$ cat config.mk
export PLATFORM = sky130hd
export DESIGN_NAME = mpts_cell
export DESIGN_NICKNAME = d
export VERILOG_FILES = /design/src/design/mpts_pkg.sv /design/src/design/mpts_cell.sv
export SDC_FILE = /design/constraint.sdc
export NUM_CORES = 1
export LEC_CHECK = 0
export BUFFER_PORTS_ARGS = -buffer_cell sky130_fd_sc_hd__buf_2
export CAP_MARGIN = 10
export CORE_MARGIN = 3
export CORE_UTILIZATION = 41
export CTS_CLUSTER_SIZE = 28
export DETAILED_ROUTE_END_ITERATION = 7
export GPL_TIMING_DRIVEN = 0
export PLACE_DENSITY = 0.65
export SYNTH_ARGS = -nofsm -noshare
export SYNTH_HDL_FRONTEND = slang
export SYNTH_SLANG_ARGS = --single-unit
$ cat constraint.sdc
create_clock -name i_clk -period 3.78 [get_ports i_clk]
set_input_delay 0.189 -clock i_clk [delete_from_list [all_inputs] [get_ports i_clk]]
set_output_delay 0.189 -clock i_clk [all_outputs]
set_load 0.01 [all_outputs]
$ cat src/design/mpts_pkg.sv
// shared types and codes for the multi-policy task scheduler
package mpts_pkg;

    localparam int NumSlotsDefault  = 64;
    localparam int CountBitsDefault = 32;
    localparam int KeyBits          = 5;

    localparam logic [2:0] ST_UNUSED   = 3'd0;
    localparam logic [2:0] ST_EMBRYO   = 3'd1;
    localparam logic [2:0] ST_SLEEPING = 3'd2;
    localparam logic [2:0] ST_RUNNABLE = 3'd3;
    localparam logic [2:0] ST_RUNNING  = 3'd4;
    localparam logic [2:0] ST_ZOMBIE   = 3'd5;

    localparam logic [2:0] MODE_ALLOC   = 3'd0;
    localparam logic [2:0] MODE_PICK    = 3'd1;
    localparam logic [2:0] MODE_STATE   = 3'd2;
    localparam logic [2:0] MODE_PRIO    = 3'd3;
    localparam logic [2:0] MODE_QUEUE   = 3'd4;
    localparam logic [2:0] MODE_TICK    = 3'd5;
    localparam logic [2:0] MODE_COLLECT = 3'd6;

    localparam logic [1:0] STAT_OK    = 2'd0;
    localparam logic [1:0] STAT_NONE  = 2'd1;
    localparam logic [1:0] STAT_RANGE = 2'd2;

    localparam logic [2:0] POL_DEFAULT = 3'd0;
    localparam logic [2:0] POL_RR      = 3'd1;
    localparam logic [2:0] POL_PRIO    = 3'd2;
    localparam logic [2:0] POL_INV     = 3'd3;
    localparam logic [2:0] POL_MLQ     = 3'd4;

    localparam logic [2:0] PRIO_MIN  = 3'd1;
    localparam logic [2:0] PRIO_MAX  = 3'd6;
    localparam logic [2:0] QUEUE_MIN = 3'd1;
    localparam logic [2:0] QUEUE_MAX = 3'd4;

    localparam logic [1:0] QUEUE_FIFO_HI = 2'd1;
    localparam logic [1:0] QUEUE_LOW     = 2'd2;
    localparam logic [1:0] QUEUE_HIGH    = 2'd3;

    localparam logic REG_POLICY = 1'b0;
    localparam logic REG_DPRIO  = 1'b1;

    typedef enum logic [1:0] {
        FIND_ALLOC,
        FIND_PICK,
        FIND_ZOMBIE
    } t_find;

    typedef enum logic [2:0] {
        WR_NONE,
        WR_ALLOC,
        WR_STATE,
        WR_PRIO,
        WR_QUEUE,
        WR_TICK,
        WR_FREE
    } t_wr;

    typedef struct packed {
        t_find       find;
        logic [2:0]  policy;
        logic        target_ok;
        t_wr         wr;
        logic [2:0]  wr_val;
        logic [2:0]  dflt_prio;
        logic [31:0] next_id;
    } t_ctl;

    typedef struct packed {
        logic [2:0] mode;
        logic [5:0] slot;
        logic [2:0] value;
    } t_in_item;

    typedef struct packed {
        logic [1:0]  status;
        logic [5:0]  chosen_slot;
        logic [31:0] task_id;
        logic [31:0] turnaround;
        logic [31:0] waiting;
        logic [31:0] burst;
        logic [2:0]  slot_priority_out;
    } t_out_item;

endpackage

$ cat src/design/mpts_cell.sv
// one task slot: holds the slot state and passes the best candidate to the next cell
module mpts_cell
    import mpts_pkg::*;
#(
    parameter int IDXW       = 6,
    parameter int COUNT_BITS = CountBitsDefault,
    parameter int INDEX      = 0
) (
    input  logic                  i_clk,
    input  logic                  i_rst_n,
    input  t_ctl                  i_ctl,
    input  logic [IDXW-1:0]       i_ptr,
    input  logic [IDXW-1:0]       i_target,
    input  logic [IDXW-1:0]       i_wr_idx,
    input  logic                  i_found,
    input  logic [IDXW-1:0]       i_idx,
    input  logic [KeyBits-1:0]    i_key,
    input  logic [31:0]           i_id,
    input  logic [2:0]            i_prio,
    input  logic [COUNT_BITS-1:0] i_sleep,
    input  logic [COUNT_BITS-1:0] i_ready,
    input  logic [COUNT_BITS-1:0] i_run,
    output logic                  o_found,
    output logic [IDXW-1:0]       o_idx,
    output logic [KeyBits-1:0]    o_key,
    output logic [31:0]           o_id,
    output logic [2:0]            o_prio,
    output logic [COUNT_BITS-1:0] o_sleep,
    output logic [COUNT_BITS-1:0] o_ready,
    output logic [COUNT_BITS-1:0] o_run
);

    localparam logic [IDXW-1:0] MyIdx = IDXW'(INDEX);

    logic [2:0]            r_st;
    logic [2:0]            r_prio;
    logic [2:0]            r_queue;
    logic [31:0]           r_id;
    logic [COUNT_BITS-1:0] r_sleep;
    logic [COUNT_BITS-1:0] r_ready;
    logic [COUNT_BITS-1:0] r_run;

    logic                  r_found;
    logic [IDXW-1:0]       r_idx;
    logic [KeyBits-1:0]    r_key;
    logic [31:0]           r_tid;
    logic [2:0]            r_tprio;
    logic [COUNT_BITS-1:0] r_tsleep;
    logic [COUNT_BITS-1:0] r_tready;
    logic [COUNT_BITS-1:0] r_trun;

    logic               elig;
    logic [KeyBits-1:0] key;
    logic               take;
    logic               hit;

    always_comb begin
        elig = 1'b0;
        key  = '0;
        case (i_ctl.find)
            FIND_ALLOC: begin
                elig = (r_st == ST_UNUSED);
            end
            FIND_PICK: begin
                elig = (r_st == ST_RUNNABLE);
                case (i_ctl.policy)
                    POL_PRIO: key = {2'b00, r_prio};
                    POL_INV:  key = {2'b00, ~r_prio};
                    POL_MLQ: begin
                        case (r_queue)
                            3'd1:    key = {QUEUE_FIFO_HI - 2'd1, 3'd0};
                            3'd2:    key = {QUEUE_LOW - 2'd1, r_prio};
                            3'd3:    key = {QUEUE_HIGH - 2'd1, ~r_prio};
                            3'd4:    key = {2'd3, 3'd0};
                            default: elig = 1'b0;
                        endcase
                    end
                    default: key = {4'b0, (MyIdx < i_ptr)};
                endcase
            end
            FIND_ZOMBIE: begin
                elig = (r_st == ST_ZOMBIE) && i_ctl.target_ok && (i_target == MyIdx);
            end
            default: elig = 1'b0;
        endcase
        take = elig && (!i_found || (key < i_key));
        hit  = (i_wr_idx == MyIdx);
    end

    always_ff @(posedge i_clk) begin
        if (!i_rst_n) begin
            r_st    <= ST_UNUSED;
            r_prio  <= '0;
            r_queue <= '0;
            r_id    <= '0;
            r_sleep <= '0;
            r_ready <= '0;
            r_run   <= '0;
            r_found <= 1'b0;
        end else begin
            r_found <= i_found || take;
            case (i_ctl.wr)
                WR_ALLOC: if (hit) begin
                    r_st    <= ST_EMBRYO;
                    r_id    <= i_ctl.next_id;
                    r_prio  <= i_ctl.dflt_prio;
                    r_queue <= '0;
                    r_sleep <= '0;
                    r_ready <= '0;
                    r_run   <= '0;
                end
                WR_STATE: if (hit) r_st <= i_ctl.wr_val;
                WR_PRIO:  if (hit) r_prio <= i_ctl.wr_val;
                WR_QUEUE: if (hit) r_queue <= i_ctl.wr_val;
                WR_FREE: if (hit) begin
                    r_st <= ST_UNUSED;
                    r_id <= '0;
                end
                WR_TICK: begin
                    if (r_st == ST_SLEEPING && !(&r_sleep)) r_sleep <= r_sleep + 1'b1;
                    if (r_st == ST_RUNNABLE && !(&r_ready)) r_ready <= r_ready + 1'b1;
                    if (r_st == ST_RUNNING && !(&r_run)) r_run <= r_run + 1'b1;
                end
                default: ;
            endcase
        end
    end

    always_ff @(posedge i_clk) begin
        if (take) begin
            r_idx    <= MyIdx;
            r_key    <= key;
            r_tid    <= r_id;
            r_tprio  <= r_prio;
            r_tsleep <= r_sleep;
            r_tready <= r_ready;
            r_trun   <= r_run;
        end else begin
            r_idx    <= i_idx;
            r_key    <= i_key;
            r_tid    <= i_id;
            r_tprio  <= i_prio;
            r_tsleep <= i_sleep;
            r_tready <= i_ready;
            r_trun   <= i_run;
        end
    end

    assign o_found = r_found;
    assign o_idx   = r_idx;
    assign o_key   = r_key;
    assign o_id    = r_tid;
    assign o_prio  = r_tprio;
    assign o_sleep = r_tsleep;
    assign o_ready = r_tready;
    assign o_run   = r_trun;

endmodule

== Word level (Yosys, flattened, before mapping) ==
Cells that the tools add are included.

* Add/sub/neg operators: 3
* Multiply operators: 0
* Divide/modulo/power cells: 0
* Magnitude comparators: 2
* Equal/unequal tests: 27
* Shifts and indexed selects: 0
* Mux-type cells: 28
* Bitwise operators: 1
* Reduce and logical (&&, ||, !) cells: 32

{| class="wikitable"
|+ Operators by type and width
! kind !! number
|-
| 2-to-1 mux 32 bit || 9
|-
| case mux 32 bit (2 select lines) || 4
|-
| adder 32 x 1 -> 32 bit (second input constant) || 3
|-
| AND reduction 32 bit || 3
|-
| case mux 5 bit (3 select lines) || 2
|-
| == test 3 x 2 -> 1 bit (second input constant) || 8
|-
| == test 3 bit (second input constant) || 7
|-
| AND reduction 3 bit || 6
|-
| != test 2 bit (second input constant) || 8
|-
| 2-to-1 mux 3 bit || 5
|-
| zero test 6 bit || 2
|-
| case mux 3 bit (2 select lines) || 2
|-
| 2-to-1 mux 5 bit || 2
|-
| case mux 3 bit (3 select lines) || 1
|-
| nonzero test 2 bit || 4
|-
| == test 3 x 1 -> 1 bit (second input constant) || 2
|-
| logical AND 1 bit || 6
|-
| < comparator 1 x 6 -> 1 bit (first input constant) || 1
|-
| < comparator 5 bit || 1
|-
| zero test 1 bit || 4
|-
| AND reduction 4 bit || 1
|-
| OR reduction 4 bit || 1
|-
| zero test 3 bit || 1
|-
| NOT 3 bit || 1
|-
| 7 further kinds || 9
|}

* Flip-flop bits (word level): 280
* Bits in latches: 0
* Bits in writable memories: 0
* ROM bits: 0
* Word-level logic and storage cells: 108
* Memories: 0

== Longest topological paths before layout ==
Gate-level depths: netlist of the first run.

* Depth after elaboration: 8
* Gate-level depth with buffers: 15
* Depth with buffers taken out: 12

== Worst setup path before layout of the first run ==
OpenSTA, ideal clock, no wires.

* Kind: register to register
* Start point: reg r_queue[1]
* End point: reg r_tid[30], in the netlist o_id[30]
* Setup time: 121 ps
* Arrival: 2,732 ps
* Slack: 927 ps
* Stages on the path, launching flop included: 16
* Buffers on the path: 3
* Period minus slack after synthesis: 2,853 ps
* Cells stage by stage: dfxtp_1 clkbuf_1 nand4bb_1 o21bai_1 mux2i_1 o22ai_1 o211a_1 ha_1 a21oi_1 o21ai_0 nand2_1 nand2_1 a31oi_2 buf_2 buf_2 mux2_2

* Cells in the longest elaborated chain, start to end: 8
* Elaborated cells between the ends (all ways): 15
* Classes of those cells: 1 x order compare; 4 x eq/ne; 7 x mux; 3 x reduce/logical

{| class="wikitable"
|+ RTL lines
! what !! RTL line !! text
|-
| start: declaration || mpts_cell.sv:37 || <nowiki>logic [2:0] r_queue;</nowiki>
|-
| start signal: assignment || mpts_cell.sv:114 || <nowiki>WR_QUEUE: if (hit) r_queue <= i_ctl.wr_val;</nowiki>
|-
| == test 3 bit / == test 3 x 2 -> 1 bit (equally long branches) || mpts_cell.sv:70 || <nowiki>case (r_queue)</nowiki>
|-
| case mux 5 bit (3 select lines) || mpts_cell.sv:70 ||
|-
| case mux 5 bit (3 select lines) || mpts_cell.sv:66 || <nowiki>case (i_ctl.policy)</nowiki>
|-
| 2-to-1 mux 5 bit || mpts_cell.sv:60 || <nowiki>case (i_ctl.find)</nowiki>
|-
| < comparator 5 bit || mpts_cell.sv:86 || <nowiki>take = elig && (!i_found || (key < i_key));</nowiki>
|-
| logical OR 1 bit || mpts_cell.sv:86 ||
|-
| logical AND 1 bit * || mpts_cell.sv:86 ||
|-
| 2-to-1 mux 32 bit * || mpts_cell.sv:130 || <nowiki>if (take) begin</nowiki>
|-
| end signal: assignment || mpts_cell.sv:133 || <nowiki>r_tid <= r_id;</nowiki>
|-
| end signal: assignment || mpts_cell.sv:141 || <nowiki>r_tid <= i_id;</nowiki>
|-
| end: declaration || mpts_cell.sv:46 || <nowiki>logic [31:0] r_tid;</nowiki>
|}

Every way passes the cells marked *; elsewhere a longest branch is shown, timed or not.
A chain may end at the register's enable or synchronous reset.

== Worst setup path after layout of the first run ==
* Start point: reg r_queue[1]
* End point: reg r_tready[26], in the netlist o_ready[26]

* Cells in the longest elaborated chain, start to end: 8
* Elaborated cells between the ends (all ways): 15
* Classes of those cells: 1 x order compare; 4 x eq/ne; 7 x mux; 3 x reduce/logical

{| class="wikitable"
|+ RTL lines
! what !! RTL line !! text
|-
| == test 3 bit / == test 3 x 2 -> 1 bit (equally long branches) || mpts_cell.sv:70 ||
|-
| case mux 5 bit (3 select lines) || mpts_cell.sv:70 ||
|-
| case mux 5 bit (3 select lines) || mpts_cell.sv:66 ||
|-
| 2-to-1 mux 5 bit || mpts_cell.sv:60 ||
|-
| < comparator 5 bit || mpts_cell.sv:86 ||
|-
| logical OR 1 bit || mpts_cell.sv:86 ||
|-
| logical AND 1 bit * || mpts_cell.sv:86 ||
|-
| 2-to-1 mux 32 bit * || mpts_cell.sv:130 ||
|-
| end signal: assignment || mpts_cell.sv:136 || <nowiki>r_tready <= r_ready;</nowiki>
|-
| end signal: assignment || mpts_cell.sv:144 || <nowiki>r_tready <= i_ready;</nowiki>
|-
| end: declaration || mpts_cell.sv:49 || <nowiki>logic [COUNT_BITS-1:0] r_tready;</nowiki>
|}

Marks and branches as above.

==> results of run 1 <==
[placed cells by master (no fill, tap or decap), types with 4 or more instances in the layout]
cell type	n
a211oi_1	13
a21oi_1	31
a22oi_1	35
and2_1	8
and3_1	13
and4_1	5
buf_1	9
buf_2	364
buf_4	9
clkbuf_1	22
clkbuf_16	31
clkbuf_8	8
clkinv_2	7
dfxtp_1	280
dlygate4sd3_1	181
ha_1	7
inv_1	22
mux2_2	136
mux2i_1	5
nand2_1	58
nand2b_1	5
nand3_1	31
nand4_1	28
nor2_1	103
nor2b_1	44
nor3_1	16
nor4_1	9
o211a_1	5
o211ai_1	14
o21a_1	6
o21ai_0	29
o31ai_1	5
or2_2	4
or3_1	14
or4_1	5
xnor2_1	35
xor2_1	39
[logic make-up after synthesis]
group / count (synthesis)
simple gates: 359
flops: 280
compound gates: 166
mux: 141
xor+xnor: 74
buf+inv: 74
fa+ha+maj: 7
[power by group through the flow]
| stage | logic [uW] | clock network, uW | registers (uW) |
|---|---|---|---|
| final | 677 | 3000 | 3080 |
| after global routing | 731 | 3180 | 3090 |
| after CTS | 670 | 3070 | 3080 |
| after detailed placement | 520 | 0 | 3150 |
| after global placement | 514 | 0 | 3140 |
| after floorplan | 187 | 0 | 3210 |
[worst max-delay path by stage]
stage                           from           to  cells after the start
after floorplan           r_queue[1]     o_id[30]                     15
after global placement    r_queue[1]  o_ready[26]                     15
after detailed placement  r_queue[1]  o_ready[26]                     15
after CTS                 r_queue[1]  o_ready[26]                     15
after global routing      r_queue[1]     o_id[30]                     15
final                     r_queue[1]  o_ready[26]                     15
[registers in the layout (all words and copies together), names as in the netlist]
name / count
o_idx: 6
r_sleep: 32
o_ready: 32
r_run: 32
r_prio: 3
o_sleep: 32
r_queue: 3
r_id: 32
o_run: 32
o_found: 1
o_prio: 3
r_ready: 32
o_id: 32
r_st: 3
o_key: 5
[through the flow]
| step | power [uW] | hold WS [ns] | cell area [sq um] |
|---|---|---|---|
| floorplan | 3390 | 0.313 | 11300 |
| global placement | 3660 | 0.396 | 13500 |
| detailed placement | 3660 | 0.404 | 13500 |
| CTS | 6820 | 0.0409 | 16300 |
| global route | 7000 | 0.0903 | 16300 |
| finish | 6770 | 0.0730 | 16300 |
[worst min-delay path: stages]
cell,delay (ns)
buf_2,0.15
nor2_1,0.08
nand3_1,0.07
a21boi_0,0.07
[final cells by class]
| cell class | count | area [sq um] |
|---|---|---|
| Antenna cell | 1 | 2.50 |
| Inverter | 22 | 82.6 |
| Timing Repair Buffer | 532 | 3570 |
| Sequential cell | 280 | 5610 |
| Multi-Input combinational cell | 747 | 5360 |
| Fill cell | 2209 | 10700 |
| Buffer | 52 | 260 |
| Clock buffer | 42 | 897 |
| Tap cell | 341 | 427 |
| Clock inverter | 13 | 128 |
[metal layers]
metal  track usage  vias to the layer above  wire length, um  share of wire
met5             0                        -                0              0
met4        0.0673                        0             1010          0.029
met3        0.0528                       65             2310          0.066
met2         0.403                      357            17200           0.49
met1         0.275                     4848            14500           0.41
li1              -                     5035                -              -
[repair_timing]
item / 4_1_cts / 5_1_grt
setup buffers: 0 / 0
hold buffers: 181 / 0
gates resized for setup: 1 / 2
endpoints found under the hold margin: 183 / 0
endpoints found under the setup margin: 17 / 84
==> results.yml, run 1 <==
logic_synthesis:
  synth_edf_count: 0
  synth_top_family_by_area: "simple AND/OR/NAND/NOR gates"
  netlist.top_cell.by_area: "dfxtp_1"
  synth_compound_area_frac: 0.105
  synth.avg_cell_area_sq_um: 10.3
  synthSimpleGateAreaFrac: 0.164
  yosysMostFrequentCell: "dfxtp_1"
  synth_seq_area_share: 0.496
  synth-main-ff-cell: "dfxtp_1"
  ys_async_sr_fraction: 0
  syn_nets: 1318
  synthDistinctLibCells: 69
  synth_top_area_share: 0.496
  synth.ff_latch_count: 280
  syn_inst: 1101
  syn_area_sq_um: 11300
  synthTopCellsByCount: "dfxtp_1 (280), mux2_2 (136), nor2_1 (103), nand2_1 (58), nor2b_1 (44)"
  synthMuxAreaShare: 0.140
  synth_xor_area_frac: 0.0574
  yosys-top-cells-area: "dfxtp_1 (50%), mux2_2 (14%), nor2_1 (3.4%)"
  ys_warn_count: 0
  synthAdderAreaFrac: 0.00775
min_path:
  hold_end: "r_st[2]"
  hold_depth: 4
  hp-start: "i_ctl[40]"
  hold_path.class: "in2reg"
floorplanning:
  core_sq_um: 27000
  fp-row-count: 60
  start_util: 0.418
  dieArea_sq_um: 29600
  die_x_um: 172
  ios: 353
  die_y_um: 172
power_and_ir_drop:
  p_comb_frac: 0.100
  internal-power_uw: 5230
  p_sw_frac: 0.226
  power.density_nw_per_um2: 414
  clkPwrFrac: 0.444
  seqPwrFrac: 0.456
  leakage_uw: 0.00673
  ir_drop_mv: 0.354
  p_sw_uw: 1530
clock_tree:
  cts-htree-levels: 1
  clk_path_buf_depth: 3
  root_buffer: "clkbuf_16"
  cts.clk_slew.worst_paths_ns: 0.06
  clock_latency_ns: 0.55
  cts_tree: "built"
  cts_sinks: 280
  cts-buffers-inserted: 30
setup_path:
  critPathMaxFanout: 10
  end_kind: "register"
  worst-setup-path-type: "reg2reg"
  critPathBufInv: 3
  startpoint_type: "register"
  r2r-end: "o_ready[26]"
  timing.rr.start: "r_queue[1]"
  crit_family: "compound AO/OA/AOI/OAI gates"
  critical_path_arrival_ns: 3.90
  r2r_cells: 15
  path_cells: "clkbuf_1 -> nand4bb_1 -> o21bai_1 -> mux2i_1 -> o22ai_1 -> o211a_1 -> ha_1 -> a21oi_1 -> o21ai_0 -> nand2_1 -> nand2_1 -> a31oi_4 -> buf_4 -> buf_4 -> mux2_2"
  cp.required_ns: 4.21
  critPathSlowestCell: "mux2_2"
  slowest_delay_ns: 0.37
  rrSetupSlack_ns: 0.31
routing:
  vias_per_cell: 5.08
  drc: 0
  drt_iter0_markers: 424
  detail_route.wl_per_cell_um: 17.3
  ant_nets: 0
  wl_um: 35000
  firstDrtPassIters: 5
  vias: 10300
job:
  drv_cap: 0
timing:
  tns_ns: 0
  slew_headroom: 0.262
  fin_crit_ns: 3.47
  rsz0062_at_grt: "false"
  drv_slew: 0
  finalCritPeriodShare: 0.919
  fin_ws_ns: 0.306
  skew_ns: 0.00930
  worstMarginPinSlew_ns: 1.10
  hold_violations: 0
  final-setup-viol-count: 0
  fmaxAchievable_ghz: 0.288
final_layout:
  fin_cells: 2030
  final_nets: 1882
  post-route-util: 0.604
  drive_gt1_frac: 0.344
  syn_to_final_growth_pct: 44.6
placed_design:
  gp_congestion: 0.809
  dp_slack_ns: 0.0123
  hpwl_um: 23800
  dp.cells: 1793
  io_buffers: 351
global_route:
  grt_usage: 0.227
  grt_overflow: 0
  antenna_found_initial: 0
  grt_first_pass_wirelength_um: 54400
  grt_pass1_vias: 10600
  grt_start_max_net_pins: 15
run_status:
  status: "complete, no violations"
Note: power is estimated with default switching activity, not from simulation.
==> run 2: changes to the inputs <==
--- a/config.mk
+++ b/config.mk
@@ -12,6 +12,7 @@
 export CTS_CLUSTER_SIZE = 28
 export DETAILED_ROUTE_END_ITERATION = 7
 export GPL_TIMING_DRIVEN = 0
+export MAX_ROUTING_LAYER = met4
 export PLACE_DENSITY = 0.65
 export SYNTH_ARGS = -nofsm -noshare
 export SYNTH_HDL_FRONTEND = slang
==> run 2 against run 1 <==
Critical path depth unchanged. Wire length up 0.15%. Global-route usage up 0.70 points. Non-clock buffer count unchanged. Via count unchanged. Combinational power about the same. Utilization about the same. Flip-flop and latch count unchanged. Clock-buffer cell count unchanged. Sequential share of layout area about the same. Power about the same.
==> results.yml, run 2 (synthesis results as in run 1) <==
final_layout:
  final.fill_count: 2208
  drive_gt1_frac: 0.344
  final_nets: 1882
  final_cell_mix: "buf_2 (364), dfxtp_1 (280), dlygate4sd3_1 (181)"
  post-route-util: 0.604
  fin_cells: 2031
  regArea_sq_um: 5610
  multi_input_area_sq_um: 5360
  layout_commonest_cell: "buf_2"
  syn_to_final_growth_pct: 44.6
setup_path:
  path_cells: "clkbuf_1 -> nand4bb_1 -> o21bai_1 -> mux2i_1 -> o22ai_1 -> o211a_1 -> ha_1 -> a21oi_1 -> o21ai_0 -> nand2_1 -> nand2_1 -> a31oi_4 -> buf_4 -> buf_4 -> mux2_2"
  r2r_cells: 15
  crit_family: "compound AO/OA/AOI/OAI gates"
  rrSetupSlack_ns: 0.31
  r2r-end: "o_ready[26]"
  slowest_delay_ns: 0.37
  worst-setup-path-type: "reg2reg"
  critical_path_arrival_ns: 3.90
  critPathMaxFanout: 10
  critPathBufInv: 3
  critPathSlowestCell: "mux2_2"
  cp.required_ns: 4.21
  timing.rr.start: "r_queue[1]"
  startpoint_type: "register"
  end_kind: "register"
timing:
  tns_ns: 0
  worstMarginPinSlew_ns: 1.10
  finalCritPeriodShare: 0.919
  drv_slew: 0
  fin_crit_ns: 3.47
  rsz0062_at_grt: "false"
  skew_ns: 0.00897
  slew_headroom: 0.259
  final-setup-viol-count: 0
  hold_violations: 0
  fmaxAchievable_ghz: 0.288
  fin_ws_ns: 0.308
routing:
  top_layer_used: "met4"
  drt_iter0_markers: 453
  detail_route.wl_per_cell_um: 17.3
  wl_um: 35100
  ant_nets: 0
  met3_wirelength_um: 2010
  firstDrtPassIters: 5
  drc: 0
  vias_per_cell: 5.07
  vias: 10300
  wl_met1_um: 14800
  wl_met2_um: 17300
floorplanning:
  ios: 353
  start_util: 0.418
  fp-row-count: 60
  die_x_um: 172
  core_sq_um: 27000
  die_y_um: 172
  dieArea_sq_um: 29600
clock_tree:
  cts_tree: "built"
  root_buffer: "clkbuf_16"
  clk_path_buf_depth: 3
  cts_setup_buffers: 0
  cts.clk_slew.worst_paths_ns: 0.06
  clock_latency_ns: 0.54
  cts_sinks: 280
  cts-htree-levels: 1
  cts-buffers-inserted: 30
min_path:
  hold_end: "r_st[2]"
  hold_path.class: "in2reg"
  hold_depth: 4
  hp-start: "i_ctl[40]"
placed_design:
  hpwl_um: 23800
  gp_congestion: 0.821
  io_buffers: 351
  dp.cells: 1793
  dp_slack_ns: 0.0123
run_status:
  status: "complete, no violations"
global_route:
  grt_first_pass_wirelength_um: 54400
  grt_pass1_vias: 10600
  grt_overflow: 0
  grt_usage: 0.234
  antenna_found_initial: 0
  grt_start_max_net_pins: 15
job:
  drv_cap: 0
power_and_ir_drop:
  ir_drop_mv: 0.355
  leakage_uw: 0.00673
  power.density_nw_per_um2: 414
==> run 2: what timing repair did <==
item,CTS,global route
cloned,0,0
hold buffers,181,0
setup endpoints to repair,17,84
hold endpoints to repair,183,0
gates resized for setup,1,2
==> run 2: final cells by class <==
| type | instances | area share |
|---|---|---|
| Inverter | 22 | 0.00506 |
| Timing Repair Buffer | 532 | 0.218 |
| Clock inverter | 13 | 0.00781 |
| Buffer | 52 | 0.0159 |
| Tap cell | 341 | 0.0261 |
| Antenna cell | 2 | 0.000306 |
| Multi-Input combinational cell | 747 | 0.328 |
| Clock buffer | 42 | 0.0549 |
| Sequential cell | 280 | 0.343 |
==> run 2: where the power goes <==
| part | internal [uW] | switching, uW |
|---|---|---|
| combinational | 391 | 286 |
| sequential | 3060 | 27.2 |
| clock | 1790 | 1220 |
==> run 2: per-stage QoR <==
stage	area, sq um	hold WS (ns)	power [uW]
after floorplan	11300	0.313	3390
after global placement	13500	0.396	3660
after CTS	16300	0.0409	6820
after detailed placement	13500	0.404	3660
final	16300	0.0813	6770
after global routing	16300	0.0903	7000
==> run 2: how the worst max path moves through the flow <==
stage               depth (start not counted)        from  slack [ns]          end
finish                                     15  r_queue[1]        0.31  o_ready[26]
global route                               15  r_queue[1]        0.04     o_id[30]
CTS                                        15  r_queue[1]        0.12  o_ready[26]
detailed placement                         15  r_queue[1]        0.01  o_ready[26]
global placement                           15  r_queue[1]        0.06  o_ready[26]
floorplan                                  15  r_queue[1]        0.93     o_id[30]
==> run 2: worst register-to-register path: cells and delay by family (launching register included) <==
kind                       cells  cell delay [ns]
AOI/OAI and AO/OA              6             1.13
buffers and inverters          3             0.86
muxes                          2             0.47
and+or+nand+nor                3             0.34
DFF                            1             0.30
adders and majority gates      1             0.25
==> run 2: per-layer routing <==
metal	global-route usage	vias to the layer above
li1	-	5036
met1	0.281	4861
met2	0.403	345
met3	0.0444	63
met4	0.0673	0
met5	-	-
==> run 3: changes to the inputs <==
--- a/config.mk
+++ b/config.mk
@@ -8,12 +8,12 @@
 export BUFFER_PORTS_ARGS = -buffer_cell sky130_fd_sc_hd__buf_2
 export CAP_MARGIN = 10
 export CORE_MARGIN = 3
-export CORE_UTILIZATION = 41
+export CORE_UTILIZATION = 51
 export CTS_CLUSTER_SIZE = 28
 export DETAILED_ROUTE_END_ITERATION = 7
 export GPL_TIMING_DRIVEN = 0
 export MAX_ROUTING_LAYER = met4
-export PLACE_DENSITY = 0.65
+export PLACE_DENSITY = 0.79
 export SYNTH_ARGS = -nofsm -noshare
 export SYNTH_HDL_FRONTEND = slang
 export SYNTH_SLANG_ARGS = --single-unit
==> constraint.sdc (replaced) <==
create_clock -name i_clk -period 3.78 [get_ports i_clk]
set_input_delay 0.189 -clock i_clk [delete_from_list [all_inputs] [get_ports i_clk]]
set_output_delay 0.189 -clock i_clk [all_outputs]
set_load 0.05 [all_outputs]
==> run 3 against run 2 <==
Non-clock buffer count is 2 higher. Die area is 19% lower. Combinational power is 49% higher. Hold slack better by 0.014 ns. Critical path depth stayed put. Flip-flop and latch count stayed put. Largest power group unchanged. Highest routed layer unchanged.
==> results.yml, run 3 (synthesis results as in run 1) <==
placed_design:
  io_buffers: 351
  hpwl_um: 23400
  dp.cells: 1727
  placed_cell_area_sq_um: 13400
  dp_slack_ns: 0.0467
  gp_congestion: 0.855
setup_path:
  path_cells: "clkbuf_1 -> nand4bb_1 -> o21bai_1 -> mux2i_1 -> o22ai_1 -> o211a_1 -> ha_1 -> a21oi_1 -> o21ai_0 -> nand2_1 -> nand2_1 -> a31oi_4 -> buf_4 -> buf_2 -> mux2_2"
  crit_top_cell: "nand2_1"
  critical_path_arrival_ns: 3.78
  worst-setup-path-type: "reg2reg"
  crit_cells: 15
  cp.required_ns: 4.21
  critPathMaxFanout: 10
  crit_family: "compound AO/OA/AOI/OAI gates"
  end_kind: "register"
  critPathSlowestCell: "mux2_2"
  slowest_delay_ns: 0.37
  startpoint_type: "register"
  r2r_cells: 15
  critPathBufInv: 3
floorplanning:
  die_y_um: 155
  core_sq_um: 21400
  fp-row-count: 53
  die_x_um: 155
  start_util: 0.527
  dieArea_sq_um: 24000
  ios: 353
final_layout:
  final_nets: 1882
  syn_to_final_growth_pct: 43.1
  fin_cells: 1964
  drive_gt1_frac: 0.342
  finalInstanceArea_sq_um: 16200
  final_cell_mix: "buf_2 (364), dfxtp_1 (280), dlygate4sd3_1 (181)"
  layout_commonest_cell: "buf_2"
  final.fill_count: 1371
timing:
  hold_violations: 0
  final-setup-viol-count: 0
  fin_ws_ns: 0.426
  drv_slew: 0
  finalCritPeriodShare: 0.887
  rsz0062_at_grt: "false"
  tns_ns: 0
  fmaxAchievable_ghz: 0.298
  fin_crit_ns: 3.35
  worstMarginPinSlew_ns: 0.853
  slew_headroom: 0.426
  skew_ns: 0.0183
global_route:
  gr-max-usage-layer: "met2"
  antenna_found_initial: 2
  grt_overflow: 0
  grt_start_max_net_pins: 15
  grt.met1_usage: 0.355
  grt_use_met3: 0.0425
  use_met2: 0.547
  grt_usage: 0.311
  grt_pass1_vias: 11000
  grt_first_pass_wirelength_um: 58100
clock_tree:
  cts-buffers-inserted: 28
  root_buffer: "clkbuf_16"
  cts.clk_slew.worst_paths_ns: 0.06
  cts-htree-levels: 1
  clock_latency_ns: 0.54
  cts_sinks: 280
  cts_tree: "built"
  clk_path_buf_depth: 3
routing:
  vias_per_cell: 5.50
  vias: 10800
  ant_nets: 0
  detail_route.wl_per_cell_um: 19.2
  firstDrtPassIters: 6
  wl_um: 37700
  drt_iter0_markers: 740
  drc: 0
min_path:
  hold_depth: 4
  hold_path.class: "in2reg"
power_and_ir_drop:
  power.density_nw_per_um2: 424
  leakage_uw: 0.00669
  ir_drop_mv: 0.353
  power_uw: 6860
job:
  drv_cap: 0
run_status:
  status: "complete, no violations"
[run 3: cell count changes in the layout (fill, tap and decap cells not counted)]
cell	before	now
clkbuf_1	22	24
buf_4	9	11
bufinv_16	2	1
clkbuf_8	8	7
clkbuf_16	31	29
diode_2	2	3
clkinv_2	7	6
inv_6	1	0
[run 3: per-layer routing]
metal  routed length (um)  vias up
met3                 2150      118
met2                19400      493
met4                 1760        0
li1                     -     5032
met5                    0        -
met1                14400     5157
[run 3: path summary, 6_finish.rpt]
kind         endpoint  startpoint  slack (ns)
max          o_key[1]  r_queue[1]        0.43
min           r_st[1]   i_ctl[40]        0.09
max reg2reg  o_key[1]  r_queue[1]        0.43
min reg2reg  o_id[27]    r_id[27]        0.49
[run 3: layout make-up]
| cell class | count | area (sq um) | area share |
|---|---|---|---|
| Clock buffer | 41 | 841 | 0.0520 |
| Clock inverter | 10 | 83.8 | 0.00518 |
| Buffer | 52 | 260 | 0.0161 |
| Multi-Input combinational cell | 747 | 5360 | 0.332 |
| Timing Repair Buffer | 534 | 3580 | 0.222 |
| Sequential cell | 280 | 5610 | 0.347 |
| Inverter | 22 | 82.6 | 0.00511 |
| Antenna cell | 3 | 7.51 | 0.000464 |
| Tap cell | 275 | 344 | 0.0213 |
[run 3: where the power goes]
part / leakage, uW / total, uW / switching [uW] / internal, uW
logic: 0.00393 / 1010 / 616 / 394
clock network: 0.000456 / 2760 / 1160 / 1610
registers: 0.00231 / 3090 / 33.2 / 3060
total: 0.00669 / 6860 / 1810 / 5060
[run 3: tightest hold or removal path, cell delays in order]
cell and delay (ns):
buf_2 0.16, nor2_1 0.08, nand3_1 0.07, a21boi_0 0.07
[run 3: metrics by stage]
step                utilization  hold WS (ns)
CTS                       0.753        0.0684
global placement          0.626         0.397
detailed placement        0.626         0.404
floorplan                     -         0.313
finish                    0.755        0.0949
global route              0.755         0.109
[run 3: timing repair]
action                                  CTS  global route
resized for setup                         0             3
endpoints found under the setup margin    0            90
hold buffers                            181             0
buffers inserted                          0             2
hold endpoints to repair                183             0
